## config.mk

```make
export PLATFORM = sky130hd
export DESIGN_NAME = rpn_muldiv
export DESIGN_NICKNAME = d
export VERILOG_FILES = /design/src/rtl/core/rpn_pkg.sv /design/src/rtl/core/rpn_muldiv.sv
export SDC_FILE = /design/constraint.sdc
export NUM_CORES = 1
export LEC_CHECK = 0
export BUFFER_PORTS_ARGS = -buffer_cell sky130_fd_sc_hd__buf_2
export CORE_MARGIN = 1
export CORE_UTILIZATION = 56
export CTS_CLUSTER_SIZE = 25
export DETAILED_ROUTE_END_ITERATION = 10
export PLACE_DENSITY = 0.79
export RECOVER_POWER = 100
export REMOVE_ABC_BUFFERS = 1
export SETUP_SLACK_MARGIN = 0.1
export SLEW_MARGIN = 20
export SYNTH_ARGS = -nofsm -noshare
export SYNTH_HDL_FRONTEND = slang
export SYNTH_SLANG_ARGS = --single-unit
```

## constraint.sdc

```tcl
create_clock -name clk_i -period 4.6 [get_ports clk_i]
set_clock_uncertainty 0.1 [all_clocks]
set_input_delay 0.92 -clock clk_i [delete_from_list [all_inputs] [get_ports clk_i]]
set_output_delay 0.92 -clock clk_i [all_outputs]
set_load 0.05 [all_outputs]
```

## src/rtl/core/rpn_pkg.sv

```systemverilog
// ----------------------------------------------------------------------------
// rpn_pkg
// Shared types and constants of the RPN stack machine: instruction codes,
// error codes, field widths and the request to the multiply/divide unit.
// ----------------------------------------------------------------------------
package rpn_pkg;

  // Fixed widths of the port fields
  localparam int unsigned OPCODE_W  = 4;
  localparam int unsigned VALUE_W   = 32;
  localparam int unsigned DEPTH_F_W = 9;
  localparam int unsigned ERROR_W   = 2;

  // Instruction codes; the remaining codes act as noop
  typedef enum logic [OPCODE_W-1:0] {
    OP_NOOP = 4'd0,
    OP_ADD  = 4'd1,
    OP_SUB  = 4'd2,
    OP_MUL  = 4'd3,
    OP_DIV  = 4'd4,
    OP_MOD  = 4'd5,
    OP_SHL  = 4'd6,
    OP_SAR  = 4'd7,
    OP_AND  = 4'd8,
    OP_OR   = 4'd9,
    OP_XOR  = 4'd10,
    OP_NOT  = 4'd11,
    OP_PUSH = 4'd12
  } op_e;

  // Sticky error codes
  typedef enum logic [ERROR_W-1:0] {
    ERR_NONE      = 2'd0,
    ERR_OVERFLOW  = 2'd1,
    ERR_UNDERFLOW = 2'd2,
    ERR_DIVZERO   = 2'd3
  } err_e;

  // Operation of the iterative multiply/divide unit
  typedef enum logic [1:0] {
    MD_MUL = 2'd0,
    MD_DIV = 2'd1,
    MD_MOD = 2'd2
  } md_op_e;

  typedef struct packed {
    logic   start;
    md_op_e op;
  } md_req_t;

endpackage

```

## src/rtl/core/rpn_muldiv.sv

```systemverilog
// ----------------------------------------------------------------------------
// rpn_muldiv
// Iterative multiply and signed divide/modulo, one bit per cycle.
// Multiply is shift-and-add; divide is restoring division on magnitudes.
// ----------------------------------------------------------------------------
module rpn_muldiv #(
  parameter int unsigned DATA_WIDTH = 32
) (
  input  logic                    clk_i,
  input  logic                    rst_ni,
  input  rpn_pkg::md_req_t        req_i,
  input  logic [DATA_WIDTH-1:0]   x_i,
  input  logic [DATA_WIDTH-1:0]   y_i,
  output logic                    done_o,
  output logic [DATA_WIDTH-1:0]   res_o
);

  localparam int unsigned CW = $clog2(DATA_WIDTH + 1);

  logic                   busy_q;
  logic                   done_q;
  logic [CW-1:0]          cnt_q;
  rpn_pkg::md_op_e        op_q;
  logic                   neg_q;
  logic [DATA_WIDTH:0]    acc_q;
  logic [DATA_WIDTH-1:0]  a_q;
  logic [DATA_WIDTH-1:0]  b_q;

  logic                   x_neg;
  logic                   y_neg;
  logic [DATA_WIDTH-1:0]  x_mag;
  logic [DATA_WIDTH-1:0]  y_mag;
  logic [DATA_WIDTH:0]    rem_shift;
  logic [DATA_WIDTH:0]    trial;
  logic [DATA_WIDTH-1:0]  raw_res;

  // Operand magnitudes
  assign x_neg = x_i[DATA_WIDTH-1];
  assign y_neg = y_i[DATA_WIDTH-1];
  assign x_mag = x_neg ? (~x_i + 1'b1) : x_i;
  assign y_mag = y_neg ? (~y_i + 1'b1) : y_i;

  // Restoring division step
  assign rem_shift = {acc_q[DATA_WIDTH-1:0], a_q[DATA_WIDTH-1]};
  assign trial     = rem_shift - {1'b0, b_q};

  // Iterate one bit per cycle
  always_ff @(posedge clk_i or negedge rst_ni) begin
    if (!rst_ni) begin
      busy_q <= 1'b0;
      done_q <= 1'b0;
      cnt_q  <= '0;
      op_q   <= rpn_pkg::MD_MUL;
      neg_q  <= 1'b0;
      acc_q  <= '0;
      a_q    <= '0;
      b_q    <= '0;
    end else if (req_i.start) begin
      busy_q <= 1'b1;
      done_q <= 1'b0;
      cnt_q  <= CW'(DATA_WIDTH);
      op_q   <= req_i.op;
      acc_q  <= '0;
      if (req_i.op == rpn_pkg::MD_MUL) begin
        a_q   <= y_i;
        b_q   <= x_i;
        neg_q <= 1'b0;
      end else begin
        a_q   <= x_mag;
        b_q   <= y_mag;
        neg_q <= (req_i.op == rpn_pkg::MD_DIV) ? (x_neg ^ y_neg) : x_neg;
      end
    end else if (busy_q) begin
      if (op_q == rpn_pkg::MD_MUL) begin
        if (a_q[0]) begin
          acc_q <= {1'b0, acc_q[DATA_WIDTH-1:0] + b_q};
        end
        a_q <= a_q >> 1;
        b_q <= b_q << 1;
      end else if (!trial[DATA_WIDTH]) begin
        acc_q <= trial;
        a_q   <= {a_q[DATA_WIDTH-2:0], 1'b1};
      end else begin
        acc_q <= rem_shift;
        a_q   <= {a_q[DATA_WIDTH-2:0], 1'b0};
      end
      cnt_q <= cnt_q - 1'b1;
      if (cnt_q == CW'(1)) begin
        busy_q <= 1'b0;
        done_q <= 1'b1;
      end
    end
  end

  // Select and sign-correct the result
  always_comb begin
    case (op_q)
      rpn_pkg::MD_DIV: raw_res = a_q;
      default:         raw_res = acc_q[DATA_WIDTH-1:0];
    endcase
  end

  assign res_o  = neg_q ? (~raw_res + 1'b1) : raw_res;
  assign done_o = done_q;

endmodule

```

==> flow_metrics.tcl, run 1 <==
set metrics [dict create \
    ys_seq_elements 107 \
    core-area_um2 20300 \
    pin_count 102 \
    yosys_warnings 0 \
    post_synth_inst_count 1559 \
    maxSlewViolCount 102 \
    path_max_fanout 4 \
    cp.required_ns 3.58 \
    synth_edf_count 0 \
    dp_hpwl_mm 26.11 \
    track_usage_pct 31.87 \
    syn_to_final_growth_pct 11.06 \
    wire_per_inst_um 18.14 \
    cts_tree "built" \
    firstDrtPassIters 6 \
    num_rows 52 \
    critPathArrivalTime_ns 3.53 \
    met3_usage_pct 5.344 \
    grt_pass1_vias 11120 \
    finalSetupViolCount 0 \
    crit_buf_inv 1 \
    syn_area_um2 11650 \
    min-delay-path-class "flip-flop to flip-flop" \
    seqPwrFrac_pct 22.5 \
    grt_max_degree 58 \
    numCtsBuffers 9 \
    synthArstFlopShare_pct 100.0 \
    ctsLongestPathBuffers 2 \
    start_util_pct 57.40 \
    critPathSlowestCell "or4_4" \
    whs_ns 0.4309 \
    period_share_pct 98.98 \
    status "finished with violations" \
    combPwrFrac_pct 65.4 \
    start_kind "flip-flop" \
    antenna_found_initial 1 \
    max_freq_ghz 0.2196 \
    use_met1_pct 39.78 \
    period_minus_slack_ns 4.553 \
    peakVddDrop_v 0.0007010 \
    cp-end-kind "primary output" \
    dieArea_um2 21390 \
    tightest_slew_ns 3.042 \
    wirelength_mm 34.46 \
    critPathMaxStageDelay_ns 0.52 \
    syn_area_per_cell_um2 7.474 \
    maxCapViolCount 2 \
    power.share.switching_pct 51.80 \
    power.density_nw_per_um2 540.3 \
    nFillCells 1866 \
    viasPerCell 6.295 \
    internal_power_mw 3.370 \
    overflow 0 \
    ant_nets 0 \
    fin_nets 1763 \
    leakage_nw 5.865 \
    synth.distinct_cells 75 \
    rsz0062_at_grt "true" \
    drive_gt1_share_pct 12.46 \
    h-tree-depth 3 \
    grt_pass1_wl_mm 55.14 \
    postCtsHoldBufs 0 \
    cts_num_sinks 107 \
    clk_pin_slew_ns 0.07 \
    crit_type "flip-flop to primary output" \
    antenna_cells 0 \
    gp_congestion 0.9430 \
    critPathTopFamily "simple AND/OR/NAND/NOR gates" \
    route.detailed.drc 0 \
    via_count 11950 \
    violations "capacitance limit, slew limit" \
    clk_latency_ns 0.37 \
    final_common_cell "nand2_1" \
    clockRootBuffer "clkbuf_16" \
    drtIter0Drc 833 \
    relSlewSlack_pct -102.8 \
    synth-seq-area-share_pct 22.98 \
    die_h_um 146.3 \
    layout_common_cells "226 x nand2_1, 186 x o21ai_0, 105 x dfrtp_1" \
    hold_viol_final 0 \
    switchingPower_mw 3.621 \
    die-width_um 146.3 \
    use_met2_pct 53.40 \
    path_cells "nor2b_4, mux2i_4, o21ai_2, nor3_4, nand4_4, or4_4, o21bai_4, or3_4, o31ai_2, xor2_1, buf_4" \
    port_buffers 101 \
    finalSetupTns_ns 0 \
    clock_power_share_pct 12.1 \
    yosys_most_used_dff "dfrtp_1" \
    gr-max-usage-layer "met2" \
]
## power groups by stage
stage	Combinational, mW	Clock (mW)	Sequential (mW)
after floorplan	3.41	0	1.44
after global placement	4.32	0	1.57
after detailed placement	4.40	0	1.58
after CTS	4.47	0.847	1.56
after global routing	5.01	0.879	1.60
final	4.57	0.846	1.57
## worst min-delay path, cell delays in order, from the launching register on
cell and delay, ns:
dfrtp_1 0.37, nand2_1 0.05, o21ai_0 0.07
## cells in the mapped netlist (51+ instances only)
cell type / number / area share, %
mux2i_1: 56 / 4.8
a21oi_1: 104 / 4.5
xor2_1: 91 / 6.8
nand2_1: 226 / 7.3
o21ai_0: 187 / 8.0
nor2_1: 99 / 3.2
inv_1: 51 / 1.6
ha_1: 68 / 7.3
xnor2_1: 57 / 4.3
dfrtp_1: 107 / 23
nor3_1: 69 / 3.0
clkbuf_1: 78 / 2.5
## cell type report
| cell class | instances | area, um^2 | share of cell area, % |
|---|---|---|---|
| multi-input cells | 1312 | 8578 | 66.29 |
| flip-flops and latches | 107 | 2680 | 20.71 |
| repair buffers | 142 | 837.1 | 6.468 |
| well taps | 270 | 337.8 | 2.610 |
| clock buffers | 12 | 256.5 | 1.982 |
| inverters | 52 | 195.2 | 1.508 |
| clock inverters | 4 | 56.30 | 0.4351 |
## per-stage QoR
stage                     cells  power (mW)  cell area, um^2  setup WS (ns)  util (%)
after floorplan            1471       4.855            11310         -3.195         -
after global placement     1874       5.891            12480         0.1646     61.46
after detailed placement   1874       5.980            12480         0.1035     61.46
after CTS                  1895       6.883            12880         0.1026     63.44
after global routing       1899       7.496            12940       -0.09313     63.75
final                      1899       6.992            12940        0.04669     63.75
## what timing repair did
action | in CTS | in global routing
gates resized for setup | 11 | 20
pin swaps | 4 | 6
endpoints found under the setup margin | 6 | 13
buffers inserted | 5 | 4
hold endpoints to repair | 0 | 0
## final timing paths
check	startpoint	end	slack [ns]	cells past startpoint
max	op_q[0]$_DFFE_PN0P_	res_o[29]	0.05	11
min in group asynchronous	rst_ni	acc_q[30]$_DFFE_PN0P_	1.44	1
max in group asynchronous	rst_ni	op_q[1]$_DFFE_PN0P_	0.67	2
min	b_q[15]$_DFFE_PN0P_	b_q[15]$_DFFE_PN0P_	0.43	2
max reg2reg	a_q[31]$_DFFE_PN0P_	acc_q[20]$_DFFE_PN0P_	0.56	14
min reg2reg	b_q[15]$_DFFE_PN0P_	b_q[15]$_DFFE_PN0P_	0.43	2
## flip-flops by register name, summed over array words and instances, names as in the netlist
| name | flops |
|---|---|
| a_q | 32 |
| acc_q | 32 |
| b_q | 32 |
| cnt_q | 6 |
| op_q | 2 |
| busy_q | 1 |
| done_o | 1 |
| neg_q | 1 |
## routing by layer
layer | part of all wire, % | wire length, um | vias to the layer above
met5 | 0.038 | 13 | -
met4 | 4.2 | 1458 | 2
met3 | 5.9 | 2037 | 91
met2 | 48 | 16540 | 411
met1 | 42 | 14410 | 5664
li1 | - | - | 5786
## kinds of logic after synthesis
group                      after synthesis  synth area share [%]
AOI/OAI and AO/OA                      504                 26.96
buffers and inverters                  140                 4.617
DFF                                    107                 22.98
muxes                                   65                 5.777
and+or+nand+nor                        525                 20.90
xor gates and xnor gates               148                 11.12
adders and majority gates               70                 7.645
Note: power is estimated with default switching activity, not from simulation.
==> inputs of run 2 (changes only) <==
- REMOVE_ABC_BUFFERS: 1 -> not set
==> run 2 against run 1 <==
The run still ends with capacitance limit, slew limit left. Global-route usage rose by 0.66 points. Core utilization up 0.72 points. Non-clock buffer count decreased by 2. Die area stayed put. Sequential share of layout area down 0.23 points. Critical path type unchanged. Critical path depth unchanged. First-iteration DRC count rose by 0.24%.
==> flow_metrics.tcl, run 2 (synthesis results as in run 1) <==
set metrics [dict create \
    status "finished with violations" \
    violations "capacitance limit, slew limit" \
    numCtsBuffers 9 \
    layout_common_cells "225 x nand2_1, 187 x o21ai_0, 105 x dfrtp_1" \
    die-width_um 146.3 \
    r2r-start "a_q[31]$_DFFE_PN0P_" \
    cts_num_sinks 107 \
    core-area_um2 20300 \
    maxCapViolCount 2 \
    r2r_cells 14 \
    clock_power_share_pct 11.9 \
    antenna_found_initial 0 \
    synth_fp_nets 1698 \
    max_freq_ghz 0.2193 \
    crit_type "flip-flop to primary output" \
    final-seq-area_um2 2680 \
    finalSetupTns_ns 0 \
    dp.cells 1876 \
    clockRootBuffer "clkbuf_16" \
    drive_gt1_share_pct 13.21 \
    leakage_nw 5.908 \
    pre_cts_ws_ns 0.1320 \
    clk_latency_ns 0.37 \
    min-delay-path-class "flip-flop to flip-flop" \
    postCtsHoldBufs 0 \
    ctsLongestPathBuffers 2 \
    post-route-util_pct 64.47 \
    port_buffers 101 \
    critPathArrivalTime_ns 3.54 \
    wire_per_inst_um 18.50 \
    via_count 12070 \
    tightest_slew_ns 1.675 \
    fin_nets 1761 \
    power.density_nw_per_um2 542.9 \
    peakVddDrop_v 0.0007044 \
    hold_viol_final 0 \
    reg2reg_to "acc_q[20]$_DFFE_PN0P_" \
    die_h_um 146.3 \
    largest_registers "a_q x32, acc_q x32, b_q x32" \
    gp_congestion 0.9394 \
    seqPwrFrac_pct 22.1 \
    reg2reg_slack_ns 0.58 \
    final_common_cell "nand2_1" \
    pin_count 102 \
    num_rows 52 \
    critPathCapture "res_o[31]" \
    period_minus_slack_ns 4.561 \
    cts_tree "built" \
    relSlewSlack_pct -11.68 \
    syn_to_final_growth_pct 12.32 \
    layout.cells.non_filler 1898 \
    overflow 0 \
    firstDrtPassIters 6 \
    path_max_fanout 4 \
    grt_max_degree 68 \
    viasPerCell 6.358 \
    dieArea_um2 21390 \
    start_kind "flip-flop" \
    route.detailed.drc 0 \
    critPathLaunch "op_q[1]$_DFFE_PN0P_" \
    cp.required_ns 3.58 \
    dp_hpwl_mm 26.50 \
    h-tree-depth 3 \
    power.share.switching_pct 52.19 \
    combPwrFrac_pct 66.0 \
    drtIter0Drc 835 \
    multi_input_area_um2 8717 \
    cp-end-kind "primary output" \
    start_util_pct 57.40 \
    nFillCells 1836 \
    maxSlewViolCount 130 \
    rsz0062_at_grt "true" \
    grt_pass1_wl_mm 56.38 \
    clk_pin_slew_ns 0.08 \
    period_share_pct 99.15 \
    ant_nets 0 \
    wirelength_mm 35.12 \
    internal_power_mw 3.397 \
    track_usage_pct 32.52 \
    finalSetupViolCount 0 \
    switchingPower_mw 3.709 \
    timing.final.ws_setup_ns 0.03910 \
    grt_pass1_vias 11180 \
]
-- run 2: cell types whose count changed in the layout (fill, tap and decap cells not counted), moves of 2 or more --
cell,change
clkbuf_8,-2
a21oi_4,+3
xor2_4,+3
clkbuf_4,-2
xnor2_1,-5
buf_4,-3
clkbuf_2,+2
xor2_1,-5
a21oi_1,-3
xor2_2,+2
xnor2_2,+5
inv_8,+2
clkbuf_1,-2
buf_12,+2
-- run 2: through the flow --
step,hold WS (ns),power [mW],cell area (um^2)
after CTS,0.4612,6.991,13000
final,0.4618,7.106,13090
after global routing,0.4891,7.594,13090
after global placement,0.4151,6.009,12630
after detailed placement,0.4426,6.104,12630
after floorplan,0.3753,4.952,11780
-- run 2: timing repair --
item | 4_1_cts | 5_1_grt
gates cloned | 0 | 0
resized for setup | 12 | 19
buffers inserted | 2 | 3
pin swaps | 2 | 3
setup endpoints to repair | 7 | 10
-- run 2: cell type report --
type / count / share of cell area [%]
Antenna cell: 1 / 0.01912
Clock buffer: 9 / 1.721
Clock inverter: 7 / 0.6405
Inverter: 52 / 1.491
Multi-Input combinational cell: 1312 / 66.61
Sequential cell: 107 / 20.48
Tap cell: 270 / 2.581
Timing Repair Buffer: 140 / 6.463
-- run 2: critical path, cell delays in order, from the launching register on --
cell and delay, ns:
dfrtp_2 0.45, nor2b_4 0.20, mux2i_4 0.26, o21ai_2 0.10, nor3_4 0.27, nand4_4 0.15
or4_4 0.53, o21bai_4 0.19, or3_4 0.39, o41ai_4 0.27, xor2_2 0.19, buf_6 0.18
-- run 2: per-layer routing --
layer | GRT usage [%] | share of wire [%] | vias to the layer above
li1 | - | - | 5774
met5 | 0 | 0 | -
met4 | 15.26 | 4.2 | 0
met2 | 54.69 | 49 | 455
met1 | 41.69 | 42 | 5745
met3 | 3.750 | 5.5 | 93
-- run 2: worst min path at each step --
| stage | start | endpoint | cells past startpoint |
|---|---|---|---|
| global route | done_o$_DFFE_PN0P_ | done_o$_DFFE_PN0P_ | 2 |
| finish | done_o$_DFFE_PN0P_ | done_o$_DFFE_PN0P_ | 2 |
| CTS | b_q[15]$_DFFE_PN0P_ | b_q[15]$_DFFE_PN0P_ | 2 |
| floorplan | b_q[15]$_DFFE_PN0P_ | b_q[15]$_DFFE_PN0P_ | 2 |
| global placement | done_o$_DFFE_PN0P_ | done_o$_DFFE_PN0P_ | 2 |
| detailed placement | b_q[15]$_DFFE_PN0P_ | b_q[15]$_DFFE_PN0P_ | 2 |
-- run 2: power by group through the flow --
| stage | Clock (mW) | Combinational [mW] | Sequential (mW) |
|---|---|---|---|
| floorplan | 0 | 3.52 | 1.43 |
| detailed placement | 0 | 4.53 | 1.57 |
| global route | 0.880 | 5.12 | 1.60 |
| CTS | 0.850 | 4.59 | 1.55 |
| global placement | 0 | 4.44 | 1.57 |
| finish | 0.848 | 4.69 | 1.57 |
