$ cat src/rtl/core/rpn_pkg.sv
// ----------------------------------------------------------------------------
// rpn_pkg
// Shared types and constants of the RPN stack machine: instruction codes,
// error codes, field widths and the request to the multiply/divide unit.
// ----------------------------------------------------------------------------
package rpn_pkg;

  // Fixed widths of the port fields
  localparam int unsigned OPCODE_W  = 4;
  localparam int unsigned VALUE_W   = 32;
  localparam int unsigned DEPTH_F_W = 9;
  localparam int unsigned ERROR_W   = 2;

  // Instruction codes; the remaining codes act as noop
  typedef enum logic [OPCODE_W-1:0] {
    OP_NOOP = 4'd0,
    OP_ADD  = 4'd1,
    OP_SUB  = 4'd2,
    OP_MUL  = 4'd3,
    OP_DIV  = 4'd4,
    OP_MOD  = 4'd5,
    OP_SHL  = 4'd6,
    OP_SAR  = 4'd7,
    OP_AND  = 4'd8,
    OP_OR   = 4'd9,
    OP_XOR  = 4'd10,
    OP_NOT  = 4'd11,
    OP_PUSH = 4'd12
  } op_e;

  // Sticky error codes
  typedef enum logic [ERROR_W-1:0] {
    ERR_NONE      = 2'd0,
    ERR_OVERFLOW  = 2'd1,
    ERR_UNDERFLOW = 2'd2,
    ERR_DIVZERO   = 2'd3
  } err_e;

  // Operation of the iterative multiply/divide unit
  typedef enum logic [1:0] {
    MD_MUL = 2'd0,
    MD_DIV = 2'd1,
    MD_MOD = 2'd2
  } md_op_e;

  typedef struct packed {
    logic   start;
    md_op_e op;
  } md_req_t;

endpackage

$ cat src/rtl/core/rpn_alu.sv
// ----------------------------------------------------------------------------
// rpn_alu
// Combinational operations of the stack machine: add, sub, shifts and the
// bitwise operations on the second (x) and top (y) stack entries.
// ----------------------------------------------------------------------------
module rpn_alu #(
  parameter int unsigned DATA_WIDTH = 32
) (
  input  logic [rpn_pkg::OPCODE_W-1:0] op_i,
  input  logic [DATA_WIDTH-1:0]        x_i,
  input  logic [DATA_WIDTH-1:0]        y_i,
  output logic [DATA_WIDTH-1:0]        res_o
);

  localparam int unsigned SW = $clog2(DATA_WIDTH);
  localparam logic [DATA_WIDTH-1:0] WidthVal = DATA_WIDTH'(DATA_WIDTH);

  logic          big_shift;
  logic [SW-1:0] shamt;

  // Shift amount is unsigned; a full-width shift saturates
  assign big_shift = (y_i >= WidthVal);
  assign shamt     = y_i[SW-1:0];

  // Decode operation
  always_comb begin
    unique case (op_i)
      rpn_pkg::OP_ADD: res_o = x_i + y_i;
      rpn_pkg::OP_SUB: res_o = x_i - y_i;
      rpn_pkg::OP_SHL: res_o = big_shift ? '0 : (x_i << shamt);
      rpn_pkg::OP_SAR: res_o = big_shift ? {DATA_WIDTH{x_i[DATA_WIDTH-1]}}
                                         : DATA_WIDTH'($signed(x_i) >>> shamt);
      rpn_pkg::OP_AND: res_o = x_i & y_i;
      rpn_pkg::OP_OR:  res_o = x_i | y_i;
      rpn_pkg::OP_XOR: res_o = x_i ^ y_i;
      default:         res_o = '0;
    endcase
  end

endmodule

$ cat config.mk
export PLATFORM = sky130hd
export DESIGN_NAME = rpn_alu
export DESIGN_NICKNAME = d
export VERILOG_FILES = /design/src/rtl/core/rpn_pkg.sv /design/src/rtl/core/rpn_alu.sv
export SDC_FILE = /design/constraint.sdc
export NUM_CORES = 1
export LEC_CHECK = 0
export BUFFER_PORTS_ARGS = -buffer_cell sky130_fd_sc_hd__buf_2
export CORE_UTILIZATION = 60
export DETAILED_ROUTE_END_ITERATION = 12
export GPL_TIMING_DRIVEN = 0
export PLACE_DENSITY = 0.82
export SYNTH_ARGS = -nofsm -noshare
export SYNTH_HDL_FRONTEND = slang
export SYNTH_SLANG_ARGS = --single-unit
$ cat constraint.sdc
create_clock -name vclk -period 6.1
set_input_delay 0.61 -clock vclk [all_inputs]
set_output_delay 0.61 -clock vclk [all_outputs]
set_load 0.02 [all_outputs]
==> results of run 1 <==
## cell families after synthesis
group	Yosys count	synth area share, %
xor+xnor	50	5.74
compound gates	346	29.0
simple gates	315	19.3
buf+inv	153	8.06
mux	104	22.0
fa+ha+maj	98	15.9
## Yosys cell counts, drive strengths merged, types with 12 or more instances
library cell	instances	area [µm²]
a21o	15	113
nor2	128	490
nand2	73	274
mux4	53	1190
nor3	38	211
a21oi	98	490
nand3	20	100
o211ai	18	135
mux2i	45	450
a221oi	16	146
inv	72	270
xnor2	41	367
clkbuf	43	161
o21ai	81	405
ha	97	1210
buf	35	183
nand2b	12	75.1
a211oi	20	150
## repair_timing
action,CTS,global route
hold endpoints to repair,0,0
resized for setup,3,11
hold buffers,0,0
setup endpoints to repair,8,5
## area by class of cell
type / instances / area, µm²
Multi-Input combinational cell: 913 / 7170
Fill cell: 1148 / 4110
Timing Repair Buffer: 100 / 500
Buffer: 77 / 344
Inverter: 75 / 284
Tap cell: 172 / 215
## report_power, final
| group | switching [mW] | leakage (nW) | total, mW | internal (mW) |
|---|---|---|---|---|
| Sequential | 0 | 0 | 0 | 0 |
| Clock | 0 | 0 | 0 | 0 |
| Combinational | 0.552 | 3.83 | 0.856 | 0.304 |
## layer usage
layer	part of all wire (%)	routed length [µm]
met5	0	0
met4	8.0	2910
met3	16	5940
met2	40	14800
met1	35	13000
## worst min-delay path, stage by stage
cell	delay, ps
buf_2	100
ha_1	130
a221oi_1	70
nand4_1	120
buf_2	170
## worst max-delay path by stage
stage	startpoint	endpoint	slack (ps)	cells after the start
2_1_floorplan	y_i[0]	res_o[25]	1060	18
4_1_cts	y_i[3]	res_o[27]	100	15
3_3_place_gp	y_i[0]	res_o[31]	-490	20
5_1_grt	y_i[0]	res_o[27]	50	19
3_5_place_dp	y_i[0]	res_o[27]	-600	20
6_report	y_i[0]	res_o[26]	170	18
## metrics by stage
stage	util (%)	hold slack [ps]	setup slack (ps)	TNS (ps)	instances
after CTS	67.2	1790	97.8	0	1337
after floorplan	-	1510	1060	0	1066
final	67.4	1830	171	0	1337
after detailed placement	67.2	1790	-595	-2530	1338
after global placement	67.2	1780	-494	-2120	1338
after global routing	67.4	1840	54.9	0	1337
==> metrics.log, run 1 <==
INFO  metric die_h = ~120 µm
INFO  metric drt_drc_violations_left = 0
INFO  metric worst_min_path_start = y_i[4]
INFO  metric yosysUniqueCellTypes = between 70 and 80
INFO  metric final_layout_size_suffix_gt1_share = a little under a fifth
INFO  metric avgViaCountPerCell = between 7 and 8
INFO  metric total_power = 0.856 mW
INFO  metric ir_worst_vdd = around 0.066 mV
INFO  metric cp_data_arrival_time = between 5000 and 6000 ps
INFO  metric dpl.hpwl = between 20000 and 30000 µm
INFO  metric required_arrival_time_at_the_worst_endpoint = 5490 ps
INFO  metric initial_core_util = approximately three fifths
INFO  metric initialDrtViolationCount = approximately 1700
INFO  metric finalHoldViolCount = 0
INFO  metric routed_wire_length_per_instance = 27.4 µm
INFO  metric grt_most_used_layer = met2
INFO  metric worst_setup_path_start_kind = primary input
INFO  metric outcome = finished, final reports clean
INFO  metric rows = 41
INFO  metric max_clock_freq = approximately 0.17 GHz
INFO  metric syn-instance-count = around 1100
INFO  metric rsz0062_at_grt = false
INFO  metric mappedNetlistArea = approximately 7800 µm²
INFO  metric global_route_wire_length_before_repair = between 50000 and 60000 µm
INFO  metric timing.critical_path.max_delay_family = compound AO/OA/AOI/OAI gates
INFO  metric grt_antenna_before_repair = 0
INFO  metric postSynthAreaPerCell = roughly 7.3 µm²
INFO  metric ys_seq_area_share = 0%
INFO  metric grt_pass1_vias = 9201
INFO  metric io_pins = 100
INFO  metric crit_path_max_fanout = 10
INFO  metric groute.usage.overall = ~55%
INFO  metric final_critical_path_time_including_i_o_delays_and_setup = about 5900 ps
INFO  metric num-nets-final = 1333
INFO  metric power.density = approximately 100 nW/µm²
INFO  metric route.vias.total = 10000
INFO  metric setup_viol = 0
INFO  metric mostFrequentLayoutCells = 125 x nor2_1, 120 x buf_2, 98 x a21oi_1, 97 x ha_1, 77 x o21ai_0
INFO  metric seq_area = 0 µm²
INFO  metric grt.overflow.total = 0
INFO  metric hold-path-cell-count = 5
INFO  metric grt_util_met2 = 77.0%
INFO  metric worst_hold_path_class = in2out
INFO  metric worst-slew-pin-transition = 842 ps
INFO  metric worstSetupPathType = in2out
INFO  metric design.core.area = 12600 µm²
INFO  metric max_cap_viols = 0
INFO  metric slew_headroom = 42.3%
INFO  metric critical_path.max_stage_delay = 550 ps
INFO  metric first_pass_iters = 6
INFO  metric grt_util_met1 = between 70% and 80%
INFO  metric drt.antenna.violating_nets = 0
INFO  metric layout.cell_area.non_filler = between 8000 and 9000 µm²
INFO  metric synth_nets = approximately 1200
INFO  metric area_of_the_die = ~13000 µm²
INFO  metric cellLeakagePower = approximately 3.8 nW
INFO  metric number_of_pins_with_negative_max_slew_slack_in_the_final_report = 0
INFO  metric worstHoldEndpoint = res_o[4]
INFO  metric post_dp_cell_area = ~8500 µm²
INFO  metric timing.critical_path.cells = buf_2, buf_4, buf_2, buf_4, buf_2, nor3_2, nor2_1, xnor2_1, ha_1, o21ai_0, a21oi_1, o21ai_0, a311oi_2, o21ai_1, o221ai_1, xnor2_1, o2111ai_1, buf_2
INFO  metric routed_wirelength = 36600 µm
INFO  metric chipWidth = between 100 and 150 µm
INFO  metric rd_place_congestion = about 1.1
INFO  metric sequential_cell_total = 0
INFO  metric layout_commonest_cell = nor2_1
INFO  metric postCtsSetupBuffers = 0
INFO  metric area_growth_syn_to_layout = 9.59%
INFO  metric grt_util_met3 = 19.2%
INFO  metric cpMaxStageDelayCell = nor3_2
INFO  metric antenna_cells = 0
INFO  metric maximum_number_of_pins_on_one_net_before_global_route_repair = 18
INFO  metric crit_buf_inv = 6
INFO  metric io_buffers = 100
INFO  metric clkbuf_count = 0
INFO  metric crit_top_cell = buf_2
INFO  metric ys.warnings.count = 0
INFO  metric critical_path.endpoint_type = primary output
INFO  metric fin_crit_sh = between 90 and 100%
No activity file was read; power rests on OpenSTA's default activity.
==> run 2, diff against run 1 <==
Settings changed: REMOVE_ABC_BUFFERS from default to 1.
==> run 2 against run 1 <==
Effect of this change:
- global-route usage fell by 12 points
- via count fell by 9.1%
- cell area fell by 2.8%
- die area did not move
- hold slack got worse by 32 ps
- combinational power fell by 9.1%
- wire length fell by 23%
- first-iteration DRC count fell by 18%
- non-clock buffer count fell by 72
- power fell by 9.1%
- sequential share of layout area did not move
- critical path depth fell by 1
- critical path type unchanged
- largest power group unchanged
- highest routed layer unchanged
==> metrics.log, run 2 (synthesis results as in run 1) <==
INFO  metric fin_setup_tns = 0 ps
INFO  metric io_pins = 100
INFO  metric initialDrtViolationCount = 1367
INFO  metric grt_most_used_layer = met2
INFO  metric rsz0062_at_grt = false
INFO  metric setup_viol = 0
INFO  metric grt_util_met3 = about a tenth
INFO  metric timing.critical_path.max_delay_family = simple AND/OR/NAND/NOR gates
INFO  metric area_of_the_die = around 13000 µm²
INFO  metric worstSetupPathType = in2out
INFO  metric crit_buf_inv = 2
INFO  metric io_buffers = 100
INFO  metric route.vias.total = around 9000
INFO  metric grt.overflow.total = 0
INFO  metric timing.critical_path.cells = buf_4, nor2_1, and3_1, nand3_1, nor2_1, a31oi_1, xnor2_1, ha_1, a21oi_1, nand2_1, o21ai_0, o21ai_0, or2_2, a21o_1, a2111o_1, o211ai_1, buf_2
INFO  metric groute.usage.overall = a little over two fifths
INFO  metric num-nets-final = about 1300
INFO  metric number_of_pins_with_negative_max_slew_slack_in_the_final_report = 0
INFO  metric crit_path_start = y_i[2]
INFO  metric rd_place_congestion = 1.03
INFO  metric layout_commonest_cell = nor2_1
INFO  metric routed_wirelength = 28400 µm
INFO  metric cpMaxStageDelayCell = nor2_1
INFO  metric cp_data_arrival_time = approximately 5300 ps
INFO  metric power.density = ~94 nW/µm²
INFO  metric worst_hold_path_class = in2out
INFO  metric slew_headroom = between 5 and 6%
INFO  metric critical_path.max_stage_delay = 540 ps
INFO  metric max_clock_freq = ~0.17 GHz
INFO  metric first_pass_iters = 5
INFO  metric fin_crit_sh = 96.2%
INFO  metric rows = 41
INFO  metric initial_core_util = about three fifths
INFO  metric final_layout_size_suffix_gt1_share = 17.9%
INFO  metric worst-slew-pin-transition = between 1000 and 1500 ps
INFO  metric design.core.area = approximately 13000 µm²
INFO  metric chipWidth = between 100 and 150 µm
INFO  metric sequential_cell_total = 0
INFO  metric ir_worst_vdd = ~0.056 mV
INFO  metric outcome = finished, final reports clean
INFO  metric critical_path.endpoint_type = primary output
INFO  metric max_cap_viols = 0
INFO  metric worst_setup_path_start_kind = primary input
INFO  metric maximum_number_of_pins_on_one_net_before_global_route_repair = 77
INFO  metric worst_min_path_start = y_i[19]
INFO  metric antenna_cells = 0
INFO  metric drt.antenna.violating_nets = 0
INFO  metric seq_area = 0 µm²
INFO  metric global_route_wire_length_before_repair = approximately 44000 µm
INFO  metric crit_path_max_fanout = 61
INFO  metric grt_util_met1 = between 50 and 60%
INFO  metric final_critical_path_time_including_i_o_delays_and_setup = just under 6000 ps
INFO  metric required_arrival_time_at_the_worst_endpoint = 5490 ps
INFO  metric avgViaCountPerCell = around 7
INFO  metric clkbuf_count = 0
INFO  metric mostFrequentLayoutCells = 125 x nor2_1, 98 x a21oi_1, 97 x ha_1, 96 x buf_2, 78 x o21ai_0
INFO  metric postCtsHoldBufs = 0
INFO  metric final_core_utilization = 65.5%
INFO  metric finalHoldViolCount = 0
INFO  metric cellLeakagePower = 3.70 nW
INFO  metric dpl.hpwl = 21100 µm
INFO  metric grt_pass1_vias = ~8200
INFO  metric die_h = roughly 120 µm
INFO  metric grt_util_met2 = ~64%
INFO  metric drt_drc_violations_left = 0
INFO  metric routed_wire_length_per_instance = about 22 µm
INFO  metric layout.filler_cells = around 1200
INFO  metric grt_antenna_before_repair = 0
INFO  metric area_growth_syn_to_layout = 6.53%
[run 2: timing repair]
action,in CTS,in global routing
buffers inserted,0,0
pin swaps,0,0
resized for setup,8,5
endpoints found under the setup margin,18,8
[run 2: layout make-up]
cell class | count | area (µm²) | share of cell area, %
multi-input combinational | 913 | 7170 | 86.7
timing repair buffer | 105 | 596 | 7.20
tap | 172 | 215 | 2.60
inverter | 75 | 292 | 3.52
[run 2: path summary, 6_finish.rpt]
check                 slack [ps]  cells past startpoint   endpoint
worst max-delay path         230                     17  res_o[25]
worst min-delay path        1790                      5  res_o[19]
[run 2: routing by layer]
layer  wire [µm]  up-vias
li1            -     4066
met1       10600     4236
met2       12300      685
met3        3990      135
met4        1480        0
met5           0        -
[run 2: stage by stage]
step / worst slack (ps) / hold WS, ps / cell area (µm²) / instances / power, mW
after global placement: -2050 / 1780 / 8140 / 1260 / 0.732
final: 232 / 1790 / 8270 / 1265 / 0.778
after floorplan: 1330 / 1470 / 7420 / 988 / 0.494
after CTS: 43.0 / 1800 / 8250 / 1265 / 0.752
after global routing: 25.1 / 1860 / 8270 / 1265 / 0.841
after detailed placement: -1280 / 1800 / 8230 / 1265 / 0.748
[run 2: power by group]
| part | leakage, nW | switching (mW) | total [mW] | internal [mW] |
|---|---|---|---|---|
| clock network | 0 | 0 | 0 | 0 |
| registers | 0 | 0 | 0 | 0 |
| logic | 3.70 | 0.480 | 0.778 | 0.299 |
==> run 3, diff against run 2 <==
Clock period 6.1 ns to 7.6 ns, I/O delays scaled along.
==> run 3 against run 2 <==
Effect of this change:
- utilization is 0.30 points lower
- flip-flop and latch count unchanged
- first-iteration DRC count shrank 0.88%
- critical path depth fell by 3
- cell count unchanged
- via count increased by 0.29%
==> metrics.log, run 3 (synthesis results as in run 1) <==
INFO  metric fin_crit_sh = 96.0%
INFO  metric rows = 41
INFO  metric maximum_number_of_pins_on_one_net_before_global_route_repair = just under 80
INFO  metric slew_headroom = 7.63%
INFO  metric clkbuf_count = 0
INFO  metric worst_hold_path_class = in2out
INFO  metric finalHoldViolCount = 0
INFO  metric routed.top_layer = met4
INFO  metric total_power = approximately 0.62 mW
INFO  metric max_clock_freq = ~0.14 GHz
INFO  metric num-nets-final = ~1300
INFO  metric layout_commonest_cell = nor2_1
INFO  metric initialDrtViolationCount = about 1400
INFO  metric rd_place_congestion = 1.03
INFO  metric worst_setup_path_start_kind = primary input
INFO  metric mostFrequentLayoutCells = 125 x nor2_1, 98 x a21oi_1, 98 x buf_2, 97 x ha_1, 78 x o21ai_0
INFO  metric holdWs = 2090 ps
INFO  metric drt.antenna.violating_nets = 0
INFO  metric sequential_cell_total = 0
INFO  metric grt_antenna_before_repair = 0
INFO  metric postCtsSetupBuffers = 0
INFO  metric rsz0062_at_grt = false
INFO  metric global_route_wire_length_before_repair = 44100 µm
INFO  metric worstSetupPathType = in2out
INFO  metric required_arrival_time_at_the_worst_endpoint = between 6000 and 7000 ps
INFO  metric ir_worst_vdd = between 0.04 and 0.05 mV
INFO  metric critical_path.endpoint_type = primary output
INFO  metric grt_pass1_vias = 8231
INFO  metric postCtsHoldBufs = 0
INFO  metric worst_min_path_start = y_i[19]
INFO  metric chipWidth = approximately 120 µm
INFO  metric power.density = about 76 nW/µm²
INFO  metric dpl.hpwl = 21100 µm
INFO  metric area_of_the_die = between 10000 and 15000 µm²
INFO  metric drt_drc_violations_left = 0
INFO  metric final_core_utilization = about two thirds
INFO  metric routed_wire_length_per_instance = roughly 22 µm
INFO  metric avgViaCountPerCell = a little over 7
INFO  metric cellLeakagePower = approximately 3.7 nW
INFO  metric outcome = finished, final reports clean
INFO  metric met3_wirelength = 4190 µm
INFO  metric initial_core_util = slightly above 60%
INFO  metric number_of_pins_with_negative_max_slew_slack_in_the_final_report = 0
INFO  metric die_h = 116 µm
INFO  metric io_pins = 100
INFO  metric worst-slew-pin-transition = 1390 ps
INFO  metric max_cap_viols = 0
INFO  metric routed_wirelength = 28400 µm
INFO  metric final_layout_size_suffix_gt1_share = roughly 18%
INFO  metric grt.overflow.total = 0
INFO  metric seq_area = 0 µm²
INFO  metric route.vias.total = approximately 9100
INFO  metric crit_path_max_fanout = 76
INFO  metric io_buffers = 100
INFO  metric cts_resized = 1
INFO  metric worstHoldEndpoint = res_o[19]
INFO  metric area_growth_syn_to_layout = 6.04%
INFO  metric fin_setup_tns = 0 ps
INFO  metric design.core.area = 12600 µm²
INFO  metric groute.usage.overall = a little over two fifths
INFO  metric antenna_cells = 0
INFO  metric hold-path-cell-count = 5
INFO  metric final_critical_path_time_including_i_o_delays_and_setup = between 7000 and 8000 ps
INFO  metric first_pass_iters = 6
INFO  metric dr_wl_met2 = 12200 µm
INFO  metric cp_data_arrival_time = roughly 6500 ps
INFO  metric setup_viol = 0
INFO  metric detail_route.wirelength.met1 = 10500 µm
run 3: changes by cell type in the layout (fill, tap and decap cells not counted):
cell / previous run / this run
a311oi_2: 1 / 0
a2111oi_2: 1 / 0
a2111oi_1: 0 / 1
buf_12: 1 / 0
clkinvlp_4: 1 / 0
clkinv_4: 1 / 0
buf_4: 3 / 2
clkinv_1: 0 / 2
a311oi_1: 2 / 3
buf_2: 96 / 98
run 3: metal layers:
metal  GRT usage, %  vias to the layer above
li1               -                     4067
met1           57.5                     4225
met2           64.2                      729
met3           10.1                      127
met4           17.8                        0
met5              0                        -
run 3: power breakdown:
group	internal [mW]	switching (mW)	leakage [nW]
Sequential	0	0	0
Clock	0	0	0
Combinational	0.239	0.385	3.69
Total	0.239	0.385	3.69
run 3: cell type report:
cell class / count / area [µm²]
fill: 1189 / 4390
inverter: 75 / 283
multi-input combinational: 913 / 7160
tap: 172 / 215
timing repair buffer: 105 / 578
run 3: worst max-delay path, stage by stage:
cell and delay, ps:
buf_2 1000, clkinv_1 1240, a31oi_1 500, xnor2_1 110
ha_1 370, nor3_1 70, nor3_1 170, o21ai_0 180
a2111oi_1 1000, o21bai_1 290, a21boi_0 320, nor3_1 70
o31ai_1 190, buf_2 210
run 3: how the worst max path moves through the flow:
stage,start,slack (ps),to
global placement,y_i[0],-850,res_o[31]
floorplan,y_i[0],2530,res_o[27]
CTS,y_i[0],330,res_o[27]
global route,y_i[0],110,res_o[27]
finish,y_i[3],300,res_o[27]
detailed placement,y_i[0],-80,res_o[27]
run 3: metrics by stage:
step / cells / instance area (µm²) / worst slack (ps)
floorplan: 988 / 7420 / 2530
global placement: 1260 / 8140 / -852
detailed placement: 1265 / 8230 / -76.9
CTS: 1265 / 8230 / 334
global route: 1265 / 8230 / 115
finish: 1265 / 8230 / 302
